## config.mk

```make
export PLATFORM = sky130hd
export DESIGN_NAME = tbi_ctrl
export DESIGN_NICKNAME = d
export VERILOG_FILES = /design/src/rtl/tbi_pkg.sv /design/src/rtl/tbi_ctrl.sv
export SDC_FILE = /design/constraint.sdc
export NUM_CORES = 1
export LEC_CHECK = 0
export BUFFER_PORTS_ARGS = -buffer_cell sky130_fd_sc_hd__buf_4
export CAP_MARGIN = 20
export CORE_MARGIN = 5
export CORE_UTILIZATION = 30
export DETAILED_ROUTE_END_ITERATION = 6
export GPL_TIMING_DRIVEN = 0
export SYNTH_ARGS = -nofsm -noshare
export SYNTH_HDL_FRONTEND = slang
export SYNTH_SLANG_ARGS = --single-unit
```

## constraint.sdc

```tcl
create_clock -name clk -period 2.34 [get_ports clk]
set_clock_uncertainty 0.1 [all_clocks]
set_input_delay 0.351 -clock clk [delete_from_list [all_inputs] [get_ports clk]]
set_output_delay 0.351 -clock clk [all_outputs]
set_load 0.1 [all_outputs]
```

## src/rtl/tbi_pkg.sv

```systemverilog
// Shared types, codes and defaults of the bilinear table interpolator.
package tbi_pkg;

	localparam int DEF_MAX_X_BINS = 16;
	localparam int DEF_MAX_Y_BINS = 16;
	localparam int DATA_W = 32;
	localparam int CNT_W = 5;
	localparam int WIDE_CNT_W = 9;

	typedef enum logic [1:0] {
		ACT_LOAD_X = 2'd0,
		ACT_LOAD_Y = 2'd1,
		ACT_LOAD_CELL = 2'd2,
		ACT_QUERY = 2'd3
	} action_t;

	localparam logic [2:0] REGION_INTERIOR = 3'd0;
	localparam logic [2:0] REGION_BOTH_BELOW = 3'd1;
	localparam logic [2:0] REGION_X_BELOW = 3'd2;
	localparam logic [2:0] REGION_Y_BELOW = 3'd3;
	localparam logic [2:0] REGION_TOP = 3'd4;

	localparam logic CFG_X_COUNT = 1'b0;
	localparam logic CFG_Y_COUNT = 1'b1;

	typedef enum logic [3:0] {
		ST_IDLE,
		ST_XRD,
		ST_XCMP,
		ST_YRD,
		ST_YCMP,
		ST_CRD,
		ST_CCAP,
		ST_LGO,
		ST_LWAIT,
		ST_OUT
	} state_t;

	typedef enum logic [1:0] {
		LP_IDLE,
		LP_MUL,
		LP_DIV,
		LP_DONE
	} lerp_phase_t;

	typedef struct packed {
		logic load;
		logic start;
		logic x_cmp;
		logic y_cmp;
		logic c_cap;
		logic l_go;
		logic l_cap;
		logic out_load;
	} dp_cmd_t;

	typedef struct packed {
		logic x_done;
		logic y_done;
		logic c_last;
		logic interior;
		logic l_done;
		logic l_last;
	} dp_stat_t;

endpackage

```

## src/rtl/tbi_ctrl.sv

```systemverilog
// Controller: sequences search, cell fetch, interpolation and the response beat.
module tbi_ctrl (
	input  logic              clk,
	input  logic              arst_n,
	input  logic              req_valid,
	input  logic [1:0]        req_action,
	output logic              req_ready,
	output logic              rsp_valid,
	input  logic              rsp_ready,
	output tbi_pkg::dp_cmd_t  cmd,
	input  tbi_pkg::dp_stat_t stat
);
	import tbi_pkg::*;

	state_t state_q, state_d;
	logic ovq;
	logic fire;

	assign req_ready = (state_q == ST_IDLE);
	assign fire = req_valid && req_ready;
	assign rsp_valid = ovq;

	always_comb begin
		state_d = state_q;
		unique case (state_q)
			ST_IDLE: if (fire && req_action == ACT_QUERY) begin
				state_d = ST_XRD;
			end
			ST_XRD: state_d = ST_XCMP;
			ST_XCMP: state_d = stat.x_done ? ST_YRD : ST_XRD;
			ST_YRD: state_d = ST_YCMP;
			ST_YCMP: state_d = stat.y_done ? ST_CRD : ST_YRD;
			ST_CRD: state_d = ST_CCAP;
			ST_CCAP: begin
				if (stat.c_last) begin
					state_d = stat.interior ? ST_LGO : ST_OUT;
				end else begin
					state_d = ST_CRD;
				end
			end
			ST_LGO: state_d = ST_LWAIT;
			ST_LWAIT: if (stat.l_done) begin
				state_d = stat.l_last ? ST_OUT : ST_LGO;
			end
			ST_OUT: if (!ovq || rsp_ready) begin
				state_d = ST_IDLE;
			end
			default: state_d = ST_IDLE;
		endcase
	end

	always_comb begin
		cmd = '0;
		unique case (state_q)
			ST_IDLE: begin
				cmd.load = fire && req_action != ACT_QUERY;
				cmd.start = fire && req_action == ACT_QUERY;
			end
			ST_XCMP: cmd.x_cmp = 1'b1;
			ST_YCMP: cmd.y_cmp = 1'b1;
			ST_CCAP: cmd.c_cap = 1'b1;
			ST_LGO: cmd.l_go = 1'b1;
			ST_LWAIT: cmd.l_cap = stat.l_done;
			ST_OUT: cmd.out_load = !ovq || rsp_ready;
			default: ;
		endcase
	end

	always_ff @(posedge clk or negedge arst_n) begin
		if (!arst_n) begin
			state_q <= ST_IDLE;
			ovq <= 1'b0;
		end else begin
			state_q <= state_d;
			if (cmd.out_load) begin
				ovq <= 1'b1;
			end else if (rsp_ready) begin
				ovq <= 1'b0;
			end
		end
	end

	a_load_sets_valid: assert property (@(posedge clk) disable iff (!arst_n)
		cmd.out_load |=> rsp_valid) else $error("response beat not presented");
	a_no_overwrite: assert property (@(posedge clk) disable iff (!arst_n)
		(rsp_valid && !rsp_ready) |-> !cmd.out_load) else $error("pending beat overwritten");
	a_last_lerp_out: assert property (@(posedge clk) disable iff (!arst_n)
		(state_q == ST_LWAIT && stat.l_done && stat.l_last) |=> state_q == ST_OUT)
		else $error("final interpolation did not reach output");
	a_query_starts_search: assert property (@(posedge clk) disable iff (!arst_n)
		cmd.start |=> (state_q == ST_XRD && !req_ready)) else $error("query not started");
endmodule
```

# ---- Word-level counts from Yosys, hierarchy flattened
# Index checks and enable logic that the tools add are counted.
dict set report op_classes {
  n_eq_ne 14
  mux 18
  reduce_logical 8
}
# op n
set ops {}
lappend ops {{$pmux 4 s10} 1}
lappend ops {{$mux 4} 6}
lappend ops {{$eq 4x3->1 const B} 4}
lappend ops {{$eq 4x2->1 const B} 2}
lappend ops {{$eq 4x4->1 const B} 2}
lappend ops {{$mux 1} 8}
lappend ops {{$ne 2x2->1 const B} 3}
lappend ops {{$eq 4x1->1 const B} 1}
lappend ops {{$logic_not 4->1} 1}
lappend ops {{$mux 2} 2}
lappend ops {{$logic_and 1x1->1} 3}
lappend ops {{$mux 3} 1}
lappend ops {{$reduce_and 3->1} 1}
lappend ops {{$eq 2x2->1 const B} 1}
lappend ops {{$ne 2x1->1 const B} 1}
lappend ops {{$reduce_bool 2->1} 1}
lappend ops {{$logic_not 1->1} 1}
lappend ops {{$logic_or 1x1->1} 1}
dict set report word_totals {
  regBits 5
  input_bits 12
  output_inout_bits 10
  wordCells 42
}

# ---- Longest topological paths before layout
# Gate-level depths: netlist of the first run.
dict set report depth {
  ltp_word 5
  depth_mapped 4
  depth_no_buf 3
}

# ---- Worst setup path after synthesis of the first run
# Ideal clock, no wire load.
dict set report synth_path {
  path_kind {register -> output}
  startpoint {register state_q[0]}
  endpoint {output cmd[7] (netlist name)}
  t_arrival_ns 5.319
  required_time_ns 1.889
  path_slack_ns -3.430
  stages_incl_launch_ff 4
  n_path_buf 0
  path_cell_list {dfrtp_1 -> nor4_1 -> nand2_1 -> a21oi_1}
}
# item line_no
set synth_rtl {}
lappend synth_rtl {{start, declared} tbi_ctrl.sv:15} ;# state_t state_q, state_d;
lappend synth_rtl {{start signal, assigned} tbi_ctrl.sv:74} ;# state_q <= state_d;
lappend synth_rtl {{end, declared} tbi_ctrl.sv:10} ;# output tbi_pkg::dp_cmd_t cmd,

==> flow_metrics.env, run 1 <==
export IMPL_place_congestion=0.677
export IMPL_synthesis_area_um2=428
export IMPL_p_switching_mw=0.621
export IMPL_synth_top_family_by_area="simple AND/OR/NAND/NOR gates"
export IMPL_ys_seq_area_frac=0.292
export IMPL_place_ws_ps=245
export IMPL_drc=0
export IMPL_yosys_warnings=0
export IMPL_cp_slowest_cell="dfrtp_1"
export IMPL_grt_first_pass_wirelength_mm=1.90
export IMPL_synthTopCellsByArea="dfrtp_1, o21ai_0, nor4b_1"
export IMPL_synthMuxAreaShare=0
export IMPL_setup_violations=0
export IMPL_synthSimpleGateAreaFrac=0.401
export IMPL_critical_path_top_delay_family="buffers and inverters"
export IMPL_syn_num_nets=65
export IMPL_critical_path_cell_chain="buf_2 > nor3b_2 > nand2_1 > a21oi_2 > buf_6"
export IMPL_synthXorXnorAreaFrac=0.0205
export IMPL_synth_most_common_cell="dfrtp_1"
export IMPL_core_region_area_um2=1320
export IMPL_antenna_found_initial=0
export IMPL_synth_top_area_frac=0.292
export IMPL_clk_insertion_delay_late_ps=240
export IMPL_dieArea_um2=2280
export IMPL_final_max_slew_viol_count=0
export IMPL_drt_iter0_markers=12
export IMPL_num_vias=489
export IMPL_layout_nets=92
export IMPL_diodes=0
export IMPL_cts_sinks=5
export IMPL_peakVddDrop_v=0.000783
export IMPL_post_route_period_util=0.934
export IMPL_clk_pin_slew_ps=40
export IMPL_syn_area_per_cell_um2=8.07
export IMPL_grt_max_degree=11
export IMPL_critPathRequiredTime_ps=1890
export IMPL_cp_max_fo=10
export IMPL_register_area_um2=125
export IMPL_setup_ws_ps=155
export IMPL_synth_edf_count=0
export IMPL_first_global_vias=440
export IMPL_p_seq_frac=0.159
export IMPL_drive_above_1_share=0.443
export IMPL_timing_slew_headroom=0.677
export IMPL_cts_max_path_buffers=2
export IMPL_ctsRootBufferMaster="clkbuf_4"
export IMPL_switching_share=0.606
export IMPL_drt_wl_total_mm=1.26
export IMPL_chipHeight_um=47.8
export IMPL_rsz0062_at_grt="no"
export IMPL_initial_core_util=0.325
export IMPL_fin_area_um2=707
export IMPL_fillers=126
export IMPL_synth_compound_area_share=0.222
export IMPL_cts_tree="yes"
export IMPL_ios=22
export IMPL_worst_pin_slew_ps=484
export IMPL_fp_row_count=13
export IMPL_synthArstFlopShare=1.00
export IMPL_hold_path_class="in -> reg"
export IMPL_ys_types=32
export IMPL_ant_nets=0
export IMPL_dr_pass1_iters=4
export IMPL_critPathLaunchType="register"
export IMPL_synth_main_ff_cell="dfrtp_1"
export IMPL_synth_top_area_cell="dfrtp_1"
export IMPL_overflow=0
export IMPL_slowest_delay_ps=440
export IMPL_cts_htree_levels=1
export IMPL_area_growth_pct=65.2
export IMPL_synthAdderAreaFrac=0
export IMPL_grt_use_total=0.130
export IMPL_cap_violations=0
export IMPL_crit_type="reg -> out"
export IMPL_max_freq_mhz=458
export IMPL_status="finished, final reports clean"
export IMPL_p_int_mw=0.404
export IMPL_synth_seq_cells=5
export IMPL_place_area_um2=662
export IMPL_critPathArrivalTime_ps=1730
export IMPL_p_leak_nw=0.309
export IMPL_finalCriticalPeriod_ps=2180
export IMPL_power_share_combinational=0.742
export IMPL_critical_path_buf_inv_count=2
export IMPL_die_x_um=47.8
export IMPL_dp_hpwl_um=983
export IMPL_viasPerCell=5.20
export IMPL_cts_setup_buffers=0
export IMPL_p_clk_frac=0.099
export IMPL_synth_cells=53
export IMPL_final_hold_viol_count=0
export IMPL_synth_common_cells="dfrtp_1, nor2_1, o21ai_0"
export IMPL_io_buffer_count=21
export IMPL_end_kind="primary output"
export IMPL_cts_buffers=3
export IMPL_power_density_nw_per_um2=1450
export IMPL_multiInputGateArea_um2=338
export IMPL_wire_per_inst_um=13.4
[cells by family (layout without fill, tap and decap cells)]
kind of cell | count (synthesis) | count (layout)
xor gates and xnor gates | 1 | 1
DFF | 5 | 5
AOI/OAI and AO/OA | 14 | 14
buffers and inverters | 7 | 33
and+or+nand+nor | 26 | 26
[placed cells by master (no fill, tap or decap), types with 2 or more instances in the layout]
cell type  Yosys  layout
clkbuf_1       3       4
dfrtp_1        5       5
inv_1          3       3
buf_4          0      20
nand2_1        3       2
clkbuf_4       0       3
o21ai_0        4       4
nor2_1         4       2
nor2b_1        2       2
[timing repair]
action | CTS | global route
pin swaps | 0 | 0
hold endpoints to repair | 5 | 0
resized for setup | 1 | 1
endpoints found under the setup margin | 1 | 1
hold buffers | 1 | 0
[metrics by stage]
stage                     utilization  hold WS (ps)  setup TNS [ps]  power (mW)  instances
after floorplan                     -         -44.6            -944       0.777         53
after global placement          0.502          52.9               0       0.926         89
after detailed placement        0.502          53.8               0       0.924         89
after CTS                       0.534           201               0        1.04         94
after global routing            0.537           189               0        1.09         94
final                           0.537           212               0        1.03         94
[state kept, by name (all words and copies together) (netlist names)]
signal / flops
state_q: 4
rsp_valid: 1
[routing by layer]
metal  up-vias  routed length, um  GRT usage
li1        250                  -          -
met1       215                512      0.143
met2        20                579      0.190
met3         4                127     0.0639
met4         0                 39     0.0968
met5         -                  0          0
[power by group through the flow]
| stage | combinational [mW] | sequential [mW] | clock (mW) |
|---|---|---|---|
| after floorplan | 0.605 | 0.172 | 0 |
| after global placement | 0.761 | 0.165 | 0 |
| after detailed placement | 0.760 | 0.164 | 0 |
| after CTS | 0.765 | 0.163 | 0.108 |
| after global routing | 0.804 | 0.167 | 0.121 |
| final | 0.761 | 0.163 | 0.101 |
[layout make-up]
type | count | share of cell area
plain buffers | 4 | 0.0230
clock buffers | 4 | 0.0372
inverters | 3 | 0.0159
multi-input cells | 41 | 0.478
flip-flops and latches | 5 | 0.177
well taps | 15 | 0.0265
repair buffers | 22 | 0.242
[path summary, 6_finish.rpt]
path	startpoint	end	slack (ps)	cells past startpoint
worst max register to register	state_q[0]	state_q[1]	710	3
min in group asynchronous	arst_n	rsp_valid	340	2
worst min-delay path	rsp_ready	rsp_valid	210	2
worst max-delay path	state_q[3]	cmd[0]	160	5
worst min register to register	rsp_valid	rsp_valid	490	2
max in group asynchronous	arst_n	state_q[3]	1700	2
(Power assumes the default switching activity.)
==> run 2: changes to the inputs <==
--- a/config.mk
+++ b/config.mk
@@ -8,7 +8,7 @@
 export BUFFER_PORTS_ARGS = -buffer_cell sky130_fd_sc_hd__buf_4
 export CAP_MARGIN = 20
 export CORE_MARGIN = 5
-export CORE_UTILIZATION = 30
+export CORE_UTILIZATION = 25
 export DETAILED_ROUTE_END_ITERATION = 6
 export GPL_TIMING_DRIVEN = 0
 export SYNTH_ARGS = -nofsm -noshare
==> flow_metrics.env, run 2 (same netlist as run 1, synthesis figures left out) <==
export IMPL_status="finished, final reports clean"
export IMPL_clk_insertion_delay_late_ps=240
export IMPL_crit_type="reg -> out"
export IMPL_crit_start="state_q[3]"
export IMPL_critPathLaunchType="register"
export IMPL_final_hold_viol_count=0
export IMPL_largest_register_ffs=4
export IMPL_crit_reg2reg_launch="state_q[2]"
export IMPL_timing_slew_headroom=0.688
export IMPL_die_x_um=51.4
export IMPL_ctsRootBufferMaster="clkbuf_4"
export IMPL_final_common_cell="buf_4"
export IMPL_worst_pin_slew_ps=468
export IMPL_fin_area_um2=706
export IMPL_cts_htree_levels=1
export IMPL_post_route_period_util=0.939
export IMPL_clk_pin_slew_ps=40
export IMPL_peakVddDrop_v=0.000691
export IMPL_p_leak_nw=0.309
export IMPL_dr_pass1_iters=4
export IMPL_layout_nets=92
export IMPL_antenna_found_initial=0
export IMPL_num_vias=507
export IMPL_final_cell_mix="buf_4, dfrtp_1, clkbuf_1, o21ai_0"
export IMPL_ant_nets=0
export IMPL_drc=0
export IMPL_worstHoldStart="rsp_ready"
export IMPL_core_region_area_um2=1670
export IMPL_viasPerCell=5.28
export IMPL_overflow=0
export IMPL_cap_violations=0
export IMPL_dp_hpwl_mm=1.01
export IMPL_cts_max_path_buffers=2
export IMPL_cts_tree="yes"
export IMPL_final_max_slew_viol_count=0
export IMPL_final_cells=96
export IMPL_grt_max_degree=11
export IMPL_cts_buffers=3
export IMPL_diodes=0
export IMPL_first_global_vias=465
export IMPL_cts_sinks=5
export IMPL_drt_wl_total_mm=1.24
export IMPL_dp_cells=91
export IMPL_io_buffer_count=21
export IMPL_max_freq_mhz=455
export IMPL_dieArea_um2=2640
export IMPL_grt_use_total=0.0976
export IMPL_end_kind="primary output"
export IMPL_drive_above_1_share=0.443
export IMPL_cp_max_fo=10
export IMPL_finalCriticalPeriod_ps=2200
export IMPL_drt_iter0_markers=5
export IMPL_fp_row_count=15
export IMPL_critPathArrivalTime_ps=1750
export IMPL_hold_path_class="in -> reg"
export IMPL_critPathRequiredTime_ps=1890
export IMPL_wire_per_inst_um=12.9
export IMPL_initial_core_util=0.256
export IMPL_chipHeight_um=51.4
export IMPL_power_mw=1.02
export IMPL_area_growth_pct=64.9
export IMPL_place_area_um2=664
export IMPL_regMostFlops="state_q"
export IMPL_power_density_nw_per_um2=1440
export IMPL_place_congestion=0.741
export IMPL_ios=22
export IMPL_grt_first_pass_wirelength_mm=1.97
export IMPL_cts_setup_buffers=0
export IMPL_rsz0062_at_grt="no"
export IMPL_setup_violations=0
==> run 2: cell counts in the layout (fill, tap and decap cells not counted) <==
Identical to the previous run, type by type.
==> run 2: area by class of cell <==
type,instances,area (um^2)
Inverter,3,11.3
Sequential cell,5,125
Tap cell,17,21.3
Timing Repair Buffer,22,168
Clock buffer,4,26.3
Fill cell,171,965
Multi-Input combinational cell,41,338
Buffer,4,16.3
==> run 2: final timing paths <==
| kind | to | slack (ps) | cells past startpoint |
|---|---|---|---|
| min in group asynchronous | state_q[2] | 350 | 2 |
| worst min-delay path | rsp_valid | 240 | 2 |
| worst min register to register | rsp_valid | 520 | 2 |
| worst max-delay path | cmd[0] | 140 | 5 |
| max in group asynchronous | state_q[3] | 1690 | 2 |
| worst max register to register | state_q[3] | 700 | 4 |
==> run 2: report_power, final <==
group	internal (mW)	total (mW)	switching [mW]
Sequential	0.119	0.162	0.0435
Combinational	0.220	0.758	0.538
Clock	0.0643	0.0978	0.0334
Total	0.403	1.02	0.615
==> run 2: layer usage <==
| metal | vias up | global-route usage | routed length [um] |
|---|---|---|---|
| met1 | 242 | 0.113 | 519 |
| met2 | 17 | 0.165 | 630 |
| met5 | - | 0 | 0 |
| met4 | 0 | 0.0262 | 0 |
| li1 | 248 | - | - |
| met3 | 0 | 0.0379 | 88 |
==> run 2: timing repair <==
action                                  in CTS  in global routing
resized for setup                            0                  1
hold buffers                                 1                  0
endpoints found under the setup margin       0                  1
hold endpoints to repair                     5                  0
==> run 2: critical path, stage by stage (launching register included) <==
cell     delay [ps]
dfrtp_1         440
buf_2           260
nor3b_2         260
nand2_1         120
a21oi_2         130
buf_4           300
==> run 2: stage by stage <==
stage | TNS (ps) | setup WS, ps | hold slack [ps] | util
global placement | 0 | 303 | 53.2 | 0.398
detailed placement | 0 | 285 | 55.1 | 0.398
CTS | 0 | 7.20 | 234 | 0.419
floorplan | -944 | -508 | -44.6 | -
finish | 0 | 142 | 235 | 0.422
global route | 0 | 29.0 | 234 | 0.422
